## src/rtl/tvfl_pkg.sv

```systemverilog
// Shared types and constants of the trilinear vector field lookup.
package tvfl_pkg;

    localparam int LOAD_ADDR_W = 15;
    localparam int IDX_W       = 8;
    localparam int FRAC_W      = 17;
    localparam int LIN_W       = 24;
    localparam int CFG_IDX_W   = 3;
    localparam int CFG_DATA_W  = 32;

    localparam logic [FRAC_W-1:0] FRAC_ONE = FRAC_W'(65536);

    localparam logic FUNC_LOAD  = 1'b0;
    localparam logic FUNC_QUERY = 1'b1;

    typedef enum logic [CFG_IDX_W-1:0] {
        CFG_ORIGIN_X   = 3'd0,
        CFG_ORIGIN_Y   = 3'd1,
        CFG_ORIGIN_Z   = 3'd2,
        CFG_INV_STEP_X = 3'd3,
        CFG_INV_STEP_Y = 3'd4,
        CFG_INV_STEP_Z = 3'd5,
        CFG_SCALE      = 3'd6
    } t_cfg_idx;

    typedef struct packed {
        logic signed [31:0] bz;
        logic signed [31:0] by;
        logic signed [31:0] bx;
    } t_vec;

    typedef struct packed {
        logic                   func;
        logic signed [31:0]     pos_x;
        logic signed [31:0]     pos_y;
        logic signed [31:0]     pos_z;
        logic [LOAD_ADDR_W-1:0] load_addr;
        logic signed [31:0]     load_bx;
        logic signed [31:0]     load_by;
        logic signed [31:0]     load_bz;
    } t_in;

    typedef struct packed {
        logic signed [31:0] field_x;
        logic signed [31:0] field_y;
        logic signed [31:0] field_z;
        logic               inside_res;
    } t_out;

endpackage

```

## src/rtl/tvfl_lerp.sv

```systemverilog
// Two-stage linear step a + floor((b - a) * f / 65536).
module tvfl_lerp (
    input  logic                         i_clk,
    input  logic [1:0]                   i_en,
    input  logic signed [31:0]           i_a,
    input  logic signed [31:0]           i_b,
    input  logic [tvfl_pkg::FRAC_W-1:0]  i_f,
    output logic signed [31:0]           o_r
);

    logic signed [32:0] diff;
    logic signed [17:0] fs;
    logic signed [50:0] r_p;
    logic signed [31:0] r_a;
    logic signed [31:0] r_r;

    assign diff = 33'(i_b) - 33'(i_a);
    assign fs   = {1'b0, i_f};

    always_ff @(posedge i_clk) begin
        if (i_en[0]) begin
            r_p <= diff * fs;
            r_a <= i_a;
        end
        // result lies between a and b, so 32 bits hold it
        if (i_en[1]) begin
            r_r <= r_a + $signed(r_p[47:16]);
        end
    end

    assign o_r = r_r;

endmodule

```

## config.mk

```make
export PLATFORM = sky130hd
export DESIGN_NAME = tvfl_lerp
export DESIGN_NICKNAME = d
export VERILOG_FILES = /design/src/rtl/tvfl_pkg.sv /design/src/rtl/tvfl_lerp.sv
export SDC_FILE = /design/constraint.sdc
export NUM_CORES = 2
export LEC_CHECK = 0
export BUFFER_PORTS_ARGS = -buffer_cell sky130_fd_sc_hd__buf_2
export CORE_ASPECT_RATIO = 1.75
export CORE_MARGIN = 4
export CORE_UTILIZATION = 68
export CTS_BUF_LIST = sky130_fd_sc_hd__clkbuf_8
export DETAILED_ROUTE_END_ITERATION = 7
export GPL_ROUTABILITY_DRIVEN = 0
export PLACE_DENSITY_LB_ADDON = 0.15
export REMOVE_ABC_BUFFERS = 1
export SLEW_MARGIN = 10
export SYNTH_ARGS = -nofsm -noshare
export SYNTH_HDL_FRONTEND = slang
export SYNTH_SLANG_ARGS = --single-unit
```

## constraint.sdc

```tcl
create_clock -name i_clk -period 26.7 [get_ports i_clk]
set_input_delay 2.67 -clock i_clk [delete_from_list [all_inputs] [get_ports i_clk]]
set_output_delay 2.67 -clock i_clk [all_outputs]
set_load 0.05 [all_outputs]
```

After elaboration in Yosys (flattened, before gate mapping)
Cells that the tools add are included.
{"block": "totals", "register_bits": 112, "word_cells": 6, "in_bits": 84}
{"block": "classes", "n_addsub": 2, "n_mul": 1}
{"op": "multiplier 33 x 18 -> 48 bit", "count": 1}
{"op": "subtractor 32 x 32 -> 33 bit", "count": 1}
{"op": "adder 32 bit", "count": 1}

Longest topological paths before layout
{"block": "logic_depth", "depth_word": 2, "ltp_mapped": 37, "depth_no_buf": 35}

Worst setup path before layout
Ideal clock, no wire load.
{"block": "synth_path", "kind": "in2reg", "start": "input i_a[4]", "end": "register r_p[39], data pin", "path_buffers": 1, "path_slack_ns": 15.799, "t_arrival_ns": 10.632, "cell_stages": 32, "path_cell_list": "inv_1 -> ha_1 -> a21o_1 -> or3_1 -> o21a_2 -> a31oi_4 -> nor3b_1 -> o21a_1 -> or2_2 -> xor2_1 -> clkbuf_1 -> nand2_1 -> fa_1 -> fa_1 -> fa_1 -> inv_1 -> fa_1 -> fa_1 -> inv_1 -> fa_1 -> inv_1 -> ha_1 -> a21o_1 -> a21oi_1 -> o211ai_1 -> a41o_1 -> or3_1 -> a21o_1 -> a31o_2 -> a2111oi_2 -> o31ai_1 -> xor2_1"}
{"block": "synth_between", "elab_chain_len": 2}
{"item": "from (decl)", "line_no": "tvfl_lerp.sv:5", "source": "input logic signed [31:0] i_a,"}
{"item": "subtractor 32 x 32 -> 33 bit", "line_no": "tvfl_lerp.sv:17", "source": "assign diff = 33'(i_b) - 33'(i_a);"}
{"item": "multiplier 33 x 18 -> 48 bit", "line_no": "tvfl_lerp.sv:22", "source": "r_p <= diff * fs;"}
{"item": "to (signal assigned)", "line_no": "tvfl_lerp.sv:22"}
{"item": "to (decl)", "line_no": "tvfl_lerp.sv:13", "source": "logic signed [50:0] r_p;"}
Every way passes these cells.
A chain may end at the register's enable or synchronous reset.

Final worst setup path
{"block": "layout_path", "start": "input i_a[0]", "end": "register r_p[45], data pin"}
Same word-level chain as after synthesis.

==> impl_metrics.py <==
metrics = {
    "global_routing": {
        "antenna_found_initial": 1,
        "grt_overflow_total": 0,
        "grt_max_degree": 65,
        "grt_pass1_wl_um": 106000,
        "first_global_vias": 21300,
        "grt_usage_pct": 35.7,
    },
    "clock_network": {
        "htreeDepth": 3,
        "clk_latency_ps": 390,
        "clock_sinks": 96,
        "clkTransAtPathRegs_ps": 110,
        "cts_resized": 0,
        "post_cts_buffers": 0,
        "cts_buffers": 9,
        "holdBufCountCts": 0,
        "cts_tree": "done",
        "cts-root-buf": "clkbuf_8",
        "clockBufferDepth": 2,
    },
    "critical_path": {
        "crit_buf_inv": 6,
        "regToRegEndpoint": "o_r[31]",
        "cp_num_cells": 33,
        "start_kind": "input pin",
        "reg2reg_slack_ps": 23140,
        "reg2reg_depth": 11,
        "cp_top_family": "adder cells",
        "criticalPathCategory": "input pin to flop",
        "arrival_ps": 11560,
        "crit_slowest_cell": "o31ai_1",
        "rr_startpoint": "r_p[17]",
        "cp_slowest_stage_delay_ps": 530,
        "cp_max_fo": 17,
        "worst-endpoint-required_ps": 26850,
        "endpoint": "r_p[45]",
        "setup.worst_path.start": "i_a[0]",
        "critPathMostFrequentCell": "fa_1",
        "endpoint_kind": "flop",
    },
    "placed_design": {
        "portBuffers": 115,
        "place.detailed.hpwl_um": 52800,
    },
    "sta": {
        "rsz0062_at_grt": "false",
        "final_hold_viol_count": 0,
        "max_freq_mhz": 87.7,
        "finalMaxSlewViolations": 0,
        "setup_viol": 0,
        "tns_ps": 0,
        "worstMarginPinSlew_ps": 1190,
        "post-route-min-period_ps": 11410,
        "min_period_over_period_pct": 42.7,
        "fin_skew_ps": 8.83,
        "slew_headroom_pct": 20.3,
    },
    "floorplan": {
        "ioPinCount": 116,
        "die_w_um": 152,
        "rows": 91,
        "die_h_um": 259,
        "start_util_pct": 69.1,
        "dieArea_um2": 39300,
        "core_area_um2": 35500,
    },
    "yosys": {
        "ys_ff_latch": 96,
        "ys.warnings.count": 0,
        "syn_inst": 2638,
        "yosysTopAreaCell": "fa_1",
        "synth.most_common_cell": "inv_1",
        "synth_top_area_share_pct": 42.1,
        "synth_async_sr_flop_share_pct": 0,
        "synth_commonest_cells": "inv_1, fa_1, nand2_1, and2_1, ha_1",
        "avgSynthCellArea_um2": 9.31,
        "syn_area_um2": 24600,
        "synthTopCellsByArea": "fa_1, edfxtp_1, inv_1",
        "ys.flop_type": "edfxtp_1",
        "synth-seq-area-share_pct": 11.7,
        "yosysUniqueCellTypes": 70,
        "synth_enable_flop_cells": 96,
    },
    "route": {
        "routed_wl_um": 66400,
        "dr.pass1.iters": 8,
        "ant_nets": 0,
        "vias": 18800,
        "viasPerCell": 5.92,
        "route.detailed.drc": 0,
        "drtIter0Drc": 1094,
        "wire_per_inst_um": 20.9,
    },
    "worst_hold_path": {
        "hold_path.class": "flop to flop",
    },
    "cells_and_area": {
        "synthToLayoutAreaGrowth_pct": 5.50,
        "n_fill_cell": 2679,
        "nets": 3480,
        "drive_gt1_share_pct": 7.12,
        "multi_input_area_um2": 19000,
        "seqCellArea_um2": 2880,
    },
    "status": {
        "outcome": "finished, final reports clean",
    },
    "run": {
        "max-cap-violations": 0,
    },
}
-- through the flow --
stage	hold slack [ps]	setup WS, ps	std cells	instance area, um2	utilization, %
after floorplan	513	15740	2548	24200	-
after global placement	537	15200	3161	25700	72.4
after detailed placement	565	15060	3161	25700	72.4
after CTS	584	15450	3177	25900	72.9
after global routing	607	14770	3177	25900	72.9
final	573	15290	3178	25900	73.0
-- worst min path at each step --
stage	from	to	depth (start not counted)
final	r_a[0]	o_r[0]	1
after CTS	r_a[0]	o_r[0]	1
after floorplan	r_a[0]	o_r[0]	1
after global placement	r_p[16]	o_r[0]	1
after detailed placement	r_p[16]	o_r[0]	1
after global routing	r_p[16]	o_r[0]	1
-- worst reg2reg max path, cell delays in order (launching register included) --
cell and delay, ps:
edfxtp_1 420, ha_1 330, a211oi_1 280, o21ai_0 220
a32o_1 320, a2111oi_1 500, o21ai_0 240, nor3_1 210
a21oi_1 90, a41o_1 260, o41ai_1 330, xnor2_1 120
-- cell families (layout without fill, tap and decap cells) --
kind of cell | Yosys count | count (layout) | synth area share (%)
buf+inv | 747 | 821 | 11.5
simple gates | 757 | 757 | 15.5
other cells | 0 | 1 | 0
fa+ha+maj | 689 | 689 | 50.9
xor+xnor | 98 | 98 | 3.58
flops | 96 | 96 | 11.7
compound gates | 250 | 250 | 6.79
mux | 1 | 1 | 0.0407
-- cell usage in the layout (no fill, tap or decap), types with 45 or more instances in the layout --
cell type	instances
a21o_1	45
a21oi_1	80
and2_1	268
buf_2	115
edfxtp_1	96
fa_1	516
ha_1	173
inv_1	658
nand2_1	308
nor2_1	52
xnor2_1	60
-- final cells by class --
type / instances / area share [%]
diodes: 1 / 0.00966
well taps: 465 / 2.24
clock inverters: 7 / 0.222
inverters: 657 / 9.52
flip-flops and latches: 96 / 11.1
clock buffers: 9 / 0.478
multi-input cells: 1795 / 73.2
repair buffers: 148 / 3.18
-- metal layers --
| metal | up-vias | routed length, um | global-route usage (%) |
|---|---|---|---|
| met2 | 911 | 35800 | 64.9 |
| li1 | 8049 | - | - |
| met3 | 442 | 3820 | 5.26 |
| met4 | 0 | 7400 | 31.0 |
| met1 | 9401 | 19400 | 33.8 |
| met5 | - | 0 | 0 |
-- state kept, by name (all words and copies together), names as in the netlist --
name and cells:
r_a 32, r_p 32, o_r 32
Power is not shown: default switching activity piles up to over one toggle a cycle in this logic, so the estimate is an artifact.
