[src/rtl/tvfl_pkg.sv]
// Shared types and constants of the trilinear vector field lookup.
package tvfl_pkg;

    localparam int LOAD_ADDR_W = 15;
    localparam int IDX_W       = 8;
    localparam int FRAC_W      = 17;
    localparam int LIN_W       = 24;
    localparam int CFG_IDX_W   = 3;
    localparam int CFG_DATA_W  = 32;

    localparam logic [FRAC_W-1:0] FRAC_ONE = FRAC_W'(65536);

    localparam logic FUNC_LOAD  = 1'b0;
    localparam logic FUNC_QUERY = 1'b1;

    typedef enum logic [CFG_IDX_W-1:0] {
        CFG_ORIGIN_X   = 3'd0,
        CFG_ORIGIN_Y   = 3'd1,
        CFG_ORIGIN_Z   = 3'd2,
        CFG_INV_STEP_X = 3'd3,
        CFG_INV_STEP_Y = 3'd4,
        CFG_INV_STEP_Z = 3'd5,
        CFG_SCALE      = 3'd6
    } t_cfg_idx;

    typedef struct packed {
        logic signed [31:0] bz;
        logic signed [31:0] by;
        logic signed [31:0] bx;
    } t_vec;

    typedef struct packed {
        logic                   func;
        logic signed [31:0]     pos_x;
        logic signed [31:0]     pos_y;
        logic signed [31:0]     pos_z;
        logic [LOAD_ADDR_W-1:0] load_addr;
        logic signed [31:0]     load_bx;
        logic signed [31:0]     load_by;
        logic signed [31:0]     load_bz;
    } t_in;

    typedef struct packed {
        logic signed [31:0] field_x;
        logic signed [31:0] field_y;
        logic signed [31:0] field_z;
        logic               inside_res;
    } t_out;

endpackage

[src/rtl/tvfl_axis_map.sv]
// Three-stage mapping of one position coordinate to cell index and fraction.
module tvfl_axis_map #(
    parameter int N = 32
) (
    input  logic                         i_clk,
    input  logic [2:0]                   i_en,
    input  logic signed [31:0]           i_pos,
    input  logic signed [31:0]           i_org,
    input  logic [30:0]                  i_inv,
    output logic [tvfl_pkg::IDX_W-1:0]   o_idx,
    output logic [tvfl_pkg::FRAC_W-1:0]  o_frac,
    output logic                         o_inside
);

    localparam logic [46:0] LIM  = 47'(N - 1) << 16;
    localparam logic [30:0] LAST = 31'(N - 1);

    logic [32:0] r_rel;
    logic [62:0] r_prod;
    logic        r_neg;
    logic [tvfl_pkg::IDX_W-1:0]  r_idx;
    logic [tvfl_pkg::FRAC_W-1:0] r_frac;
    logic        r_inside;

    logic [46:0] coord;
    logic [tvfl_pkg::IDX_W-1:0]  n_idx;
    logic [tvfl_pkg::FRAC_W-1:0] n_frac;
    logic        n_inside;

    always_comb begin
        coord    = r_prod[62:16];
        n_inside = !r_neg && (coord <= LIM);
        // upper face: stay in the last cell with a full fraction
        if (coord[46:16] >= LAST) begin
            n_idx  = tvfl_pkg::IDX_W'(N - 2);
            n_frac = tvfl_pkg::FRAC_ONE;
        end else begin
            n_idx  = coord[tvfl_pkg::IDX_W+15:16];
            n_frac = {1'b0, coord[15:0]};
        end
    end

    always_ff @(posedge i_clk) begin
        if (i_en[0]) begin
            r_rel <= {i_pos[31], i_pos} - {i_org[31], i_org};
        end
        if (i_en[1]) begin
            r_prod <= 63'(r_rel[31:0]) * 63'(i_inv);
            r_neg  <= r_rel[32];
        end
        if (i_en[2]) begin
            r_idx    <= n_idx;
            r_frac   <= n_frac;
            r_inside <= n_inside;
        end
    end

    assign o_idx    = r_idx;
    assign o_frac   = r_frac;
    assign o_inside = r_inside;

endmodule

[config.mk]
export PLATFORM = sky130hd
export DESIGN_NAME = tvfl_axis_map
export DESIGN_NICKNAME = d
export VERILOG_FILES = /design/src/rtl/tvfl_pkg.sv /design/src/rtl/tvfl_axis_map.sv
export SDC_FILE = /design/constraint.sdc
export NUM_CORES = 2
export LEC_CHECK = 0
export ABC_CLOCK_PERIOD_IN_PS = 9650
export BUFFER_PORTS_ARGS = -buffer_cell sky130_fd_sc_hd__buf_2
export CAP_MARGIN = 15
export CORE_MARGIN = 5
export CORE_UTILIZATION = 40
export DETAILED_ROUTE_END_ITERATION = 6
export GPL_TIMING_DRIVEN = 0
export PLACE_DENSITY = 0.56
export SKIP_CTS_REPAIR_TIMING = 1
export SYNTH_ARGS = -nofsm -noshare
export SYNTH_HDL_FRONTEND = slang
export SYNTH_SLANG_ARGS = --single-unit
[constraint.sdc]
create_clock -name i_clk -period 9.65 [get_ports i_clk]
set_input_delay 0.4825 -clock i_clk [delete_from_list [all_inputs] [get_ports i_clk]]
set_output_delay 0.4825 -clock i_clk [all_outputs]
set_load 0.005 [all_outputs]
Word-level counts from Yosys, hierarchy flattened
Index checks and enable logic that the tools add are counted.
Widths: inputs -> output; s select.
{"block": "totals", "reg_bits": 123, "latch_bits": 0, "ramBits": 0, "romBits": 0, "inputBits": 99, "out_inout_bits": 26, "word_cells": 14, "mem_count": 0}
{"block": "classes", "add_sub_neg": 1, "mul": 1, "n_div": 0, "magnitude_cmp": 2, "n_eq_ne": 0, "n_shift": 0, "muxes": 1, "n_bitwise": 0, "n_reduce_logical": 2}
{"operator": "$mul 32x31->63", "n": 1}
{"operator": "$le 47x21->1 const B", "n": 1}
{"operator": "$sub 32x32->33", "n": 1}
{"operator": "$ge 31x5->1 const B", "n": 1}
{"operator": "$mux 17", "n": 1}
{"operator": "$logic_and 1x1->1", "n": 1}
{"operator": "$logic_not 1->1", "n": 1}

Longest topological paths before layout
{"block": "logic_depth", "word_depth": 2, "depth_mapped": 27, "depth_no_buf": 25}

Least setup slack after synthesis
No wires, ideal clock.
{"block": "synth_path", "kind": "input-to-reg", "startpoint": "input port i_inv[7]", "endpoint": "register r_prod[49] (data pin)", "setup_ps": 264, "t_arrival_ps": 6968, "required_time_ps": 9386, "path_slack_ps": 2418, "path_stages": 25, "path_buffers": 2, "path_cell_list": "clkbuf_1 and2_1 fa_1 fa_1 inv_1 fa_1 fa_1 inv_1 fa_1 fa_1 fa_1 inv_1 fa_1 inv_1 ha_1 buf_2 a211o_1 a21oi_1 a211o_1 nand2_1 a221oi_4 nand2b_2 a31o_1 a311oi_1 nor3_1"}
{"block": "synth_between", "elab_chain_cells": 1}
{"item": "start, declared", "line_no": "tvfl_axis_map.sv:9", "source": "input logic [30:0] i_inv,"}
{"item": "$mul 32x31->63", "line_no": "tvfl_axis_map.sv:48", "source": "r_prod <= 63'(r_rel[31:0]) * 63'(i_inv);"}
{"item": "end signal, assigned", "line_no": "tvfl_axis_map.sv:48"}
{"item": "end, declared", "line_no": "tvfl_axis_map.sv:19", "source": "logic [62:0] r_prod;"}
Every way passes these cells.
A chain may end at the register's enable or synchronous reset.

Worst setup path after layout
{"block": "layout_path", "startpoint": "register r_rel[27]", "endpoint": "register r_prod[62] (data pin)"}
{"block": "layout_between", "elab_chain_cells": 1}
{"item": "start, declared", "line_no": "tvfl_axis_map.sv:18", "source": "logic [32:0] r_rel;"}
{"item": "start signal, assigned", "line_no": "tvfl_axis_map.sv:45", "source": "r_rel <= {i_pos[31], i_pos} - {i_org[31], i_org};"}
{"item": "$mul 32x31->63", "line_no": "tvfl_axis_map.sv:48"}
Every way passes these cells.

==> results by group <==
Outcome
  • Outcome: completed

Global routing
  • Initial antenna violation count: 24
  • GRT Overall Usage: around a quarter
  • Global-route wire length before repair: 190.4 mm
  • Vias in the first global route: around 29000
  • Pin count of the biggest net entering global routing: 49
  • GRT overflow: 0

Logic synthesis
  • Asr flop ratio synth: 0%
  • EDFF count, synth: 107
  • Cell area after synthesis: between 30000 and 40000 um2
  • Post-Synth Adder-Cell Area: 56.81%
  • Synth Area in Compound Gates: 4.911%
  • Synth Register Bits: roughly 110
  • Mux cell area share after synthesis: 0%
  • Average cell area after synthesis: around 9.5 um2
  • Primary FF master, synth: edfxtp_1
  • Register area share after synthesis: under 10%
  • Main combinational cell family by area after synthesis: adder cells
  • Simple-Gate Fraction of Synth Area: around 17%
  • Count of different cell masters after synthesis: 74
  • Xor/xnor share of the synthesized area: ~1.6%
  • Yosys warning count: 0
  • Gate Count Post-Synth: around 3900

Detailed routing
  • WL final: 129.9 mm
  • Routed WL per cell: ~25 um
  • 1st-iter DRT viols: around 2100
  • DR pass1 iterations: 5
  • DRC viols: 0
  • Vias: roughly 28000
  • Vias/cell: around 5.3
  • Post-DRT Antenna Nets: 0

Worst setup path
  • Max FO, Critical Path: 10
  • Reg2reg setup slack: roughly 0.90 ns
  • Crit path arrival time: between 8 and 9 ns
  • RR Startpoint: r_rel[27]
  • Crit end category: flop
  • Reg2reg end: r_prod[62]
  • Crit Path Class: flop to flop
  • Critical Path RT: 9.81 ns
  • Cells on worst reg2reg path: 24
  • CP Launch Type: flop

Clock network
  • Clk_lat worst skew: about 0.42 ns
  • Clock sinks: 107
  • H-tree levels: 3
  • Root Buffer: clkbuf_16
  • TritonCTS clock tree: yes
  • Clk buf depth: 2
  • CTS Buf Count: 9
  • Clock transition at path regs: around 0.09 ns

Floorplan
  • Num rows: roughly 110
  • Chip Height: roughly 310 um
  • Die width: about 310 um
  • Core box area: a little over 90000 um2
  • Initial Utilization: approximately 40%
  • Die Area: approximately 98000 um2
  • # IOs: ~130

Hold path
  • Worst Hold Path EP: r_rel[0]
  • Hold-critical path depth: 3
  • Worst Hold Class: primary input to flop
  • Hold Crit Start: i_org[0]

Cells and area
  • Total Nets Final: 5259
  • Fill count: just over 9000
  • Area Overhead vs Synth: 6.805%
  • Ratio of cells with drive above 1 in the final layout: 4.360%

Place
  • Final RePlAce weighted congestion: about 1
  • # port buffers: between 100 and 150
  • DP HPWL: between 100 and 150 mm

Timing
  • Min Tclk post-route: roughly 9 ns
  • Worst-margin pin slew: about 1.3 ns
  • Setup TNS: 0 ns
  • RSZ-0062 raised after global routing: false
  • Post-Route Skew: between 0.02 and 0.025 ns
  • Max_slew headroom: a little under an eighth
  • F_max: 114.3 MHz
  • Fin crit share: between 90% and 100%
  • Final Max Tran Viols: 0
  • Final hold vios: 0
  • Final setup fails: 0

Flow run
  • Max_cap viols: 0
==> cell families (layout without fill, tap and decap cells) <==
| group | count (synthesis) | count (layout) |
|---|---|---|
| xor gates and xnor gates | 66 | 66 |
| AOI/OAI and AO/OA | 264 | 264 |
| DFF | 107 | 107 |
| adders and majority gates | 1151 | 1151 |
| other | 1 | 14 |
| buffers and inverters | 1049 | 1192 |
| and+or+nand+nor | 1231 | 1231 |
==> metrics by stage <==
stage | cells | setup slack (ns) | instance area (um2) | hold WS (ns) | util (%)
after floorplan | 3871 | 2.418 | 36800 | 0.4003 | -
after global placement | 5181 | 0.5886 | 38900 | 0.5206 | 42.51
after detailed placement | 5183 | 0.5833 | 38930 | 0.5318 | 42.54
after CTS | 5199 | 0.9341 | 39250 | 0.4395 | 42.89
after global routing | 5200 | 0.5138 | 39270 | 0.4764 | 42.90
final | 5211 | 0.8985 | 39300 | 0.4552 | 42.93
==> worst max path at each step <==
stage | start | endpoint | slack [ns] | depth (start not counted)
final | r_rel[27] | r_prod[62] | 0.90 | 24
after global routing | r_rel[27] | r_prod[51] | 0.51 | 24
after CTS | r_rel[27] | r_prod[62] | 0.93 | 23
after detailed placement | i_inv[8] | r_prod[62] | 0.58 | 26
after global placement | i_inv[7] | r_prod[62] | 0.59 | 26
after floorplan | i_inv[7] | r_prod[49] | 2.42 | 25
==> registers in the layout (all words and copies together) (netlist names) <==
signal and flops:
o_idx 8, o_inside 1, r_rel 33, o_frac 17, r_neg 1, r_prod 47
==> layer usage <==
| metal | GRT usage (%) | vias to the layer above | share of wire [%] |
|---|---|---|---|
| met5 | 0 | - | 0 |
| met3 | 4.635 | 311 | 7.4 |
| li1 | - | 11820 | - |
| met2 | 43.23 | 1165 | 47 |
| met4 | 16.51 | 0 | 7.7 |
| met1 | 33.55 | 14430 | 38 |
==> placed cells by master, fill, tap and decap left out, drive strengths merged, types with 44 or more instances in the layout <==
cell type  count
fa           866
inv          849
and2         549
nand2        494
ha           285
clkbuf       208
buf          132
edfxtp       107
a21oi         83
nor2          58
o21ai         45
xnor2         44
==> area by class of cell <==
class | count | area [um2] | share of cell area (%)
diodes | 11 | 27.53 | 0.07005
plain buffers | 204 | 777.0 | 1.977
clock buffers | 9 | 225.2 | 0.5731
clock inverters | 7 | 93.84 | 0.2388
inverters | 845 | 3172 | 8.072
multi-input cells | 2715 | 29640 | 75.42
flip-flops and latches | 107 | 3213 | 8.177
well taps | 1186 | 1484 | 3.776
repair buffers | 127 | 665.6 | 1.694
==> Yosys cell counts, types with 3 or more instances <==
| master | instances | area, um2 |
|---|---|---|
| fa_1 | 866 | 17340 |
| inv_1 | 845 | 3172 |
| and2_1 | 548 | 3428 |
| nand2_1 | 493 | 1851 |
| ha_1 | 285 | 3566 |
| clkbuf_1 | 199 | 747.0 |
| edfxtp_1 | 107 | 3213 |
| a21oi_1 | 81 | 405.4 |
| nor2_1 | 58 | 217.7 |
| xnor2_1 | 44 | 385.4 |
| a21o_1 | 39 | 292.8 |
| o21ai_0 | 38 | 190.2 |
| and3_1 | 25 | 156.4 |
| xor2_1 | 22 | 192.7 |
| nand4_1 | 20 | 125.1 |
| nand3_1 | 18 | 90.09 |
| nor3_1 | 15 | 75.07 |
| o21a_1 | 15 | 112.6 |
| o21bai_1 | 13 | 97.59 |
| nor4_1 | 11 | 68.82 |
| a31oi_1 | 9 | 56.30 |
| nor2b_1 | 7 | 43.79 |
| o211ai_1 | 7 | 52.55 |
| o21ai_1 | 7 | 35.03 |
| or3_1 | 7 | 43.79 |
| nand2b_1 | 6 | 37.54 |
| o31a_1 | 6 | 52.55 |
| a211oi_1 | 4 | 30.03 |
| a311oi_1 | 4 | 35.03 |
| a32oi_1 | 3 | 26.28 |
| and4_1 | 3 | 26.28 |
| buf_2 | 3 | 15.01 |
| nor3b_1 | 3 | 22.52 |
| o31ai_1 | 3 | 22.52 |
| or2_2 | 3 | 18.77 |
==> worst max-delay path, stage by stage (launching register included) <==
cell,delay [ns]
edfxtp_1,0.53
clkbuf_1,0.89
nand2_1,0.20
fa_1,0.56
fa_1,0.54
fa_1,0.56
fa_1,0.59
inv_1,0.08
fa_1,0.56
fa_1,0.43
fa_1,0.49
inv_1,0.05
fa_1,0.47
inv_1,0.04
ha_1,0.26
buf_2,0.16
o21a_1,0.18
a21oi_1,0.20
a211o_1,0.24
nand2_1,0.11
a221oi_4,0.55
a211oi_2,0.22
a41oi_2,0.29
o21ba_1,0.20
xnor2_1,0.10
Power is not shown: default switching activity piles up to over one toggle a cycle in this logic, so the estimate is an artifact.
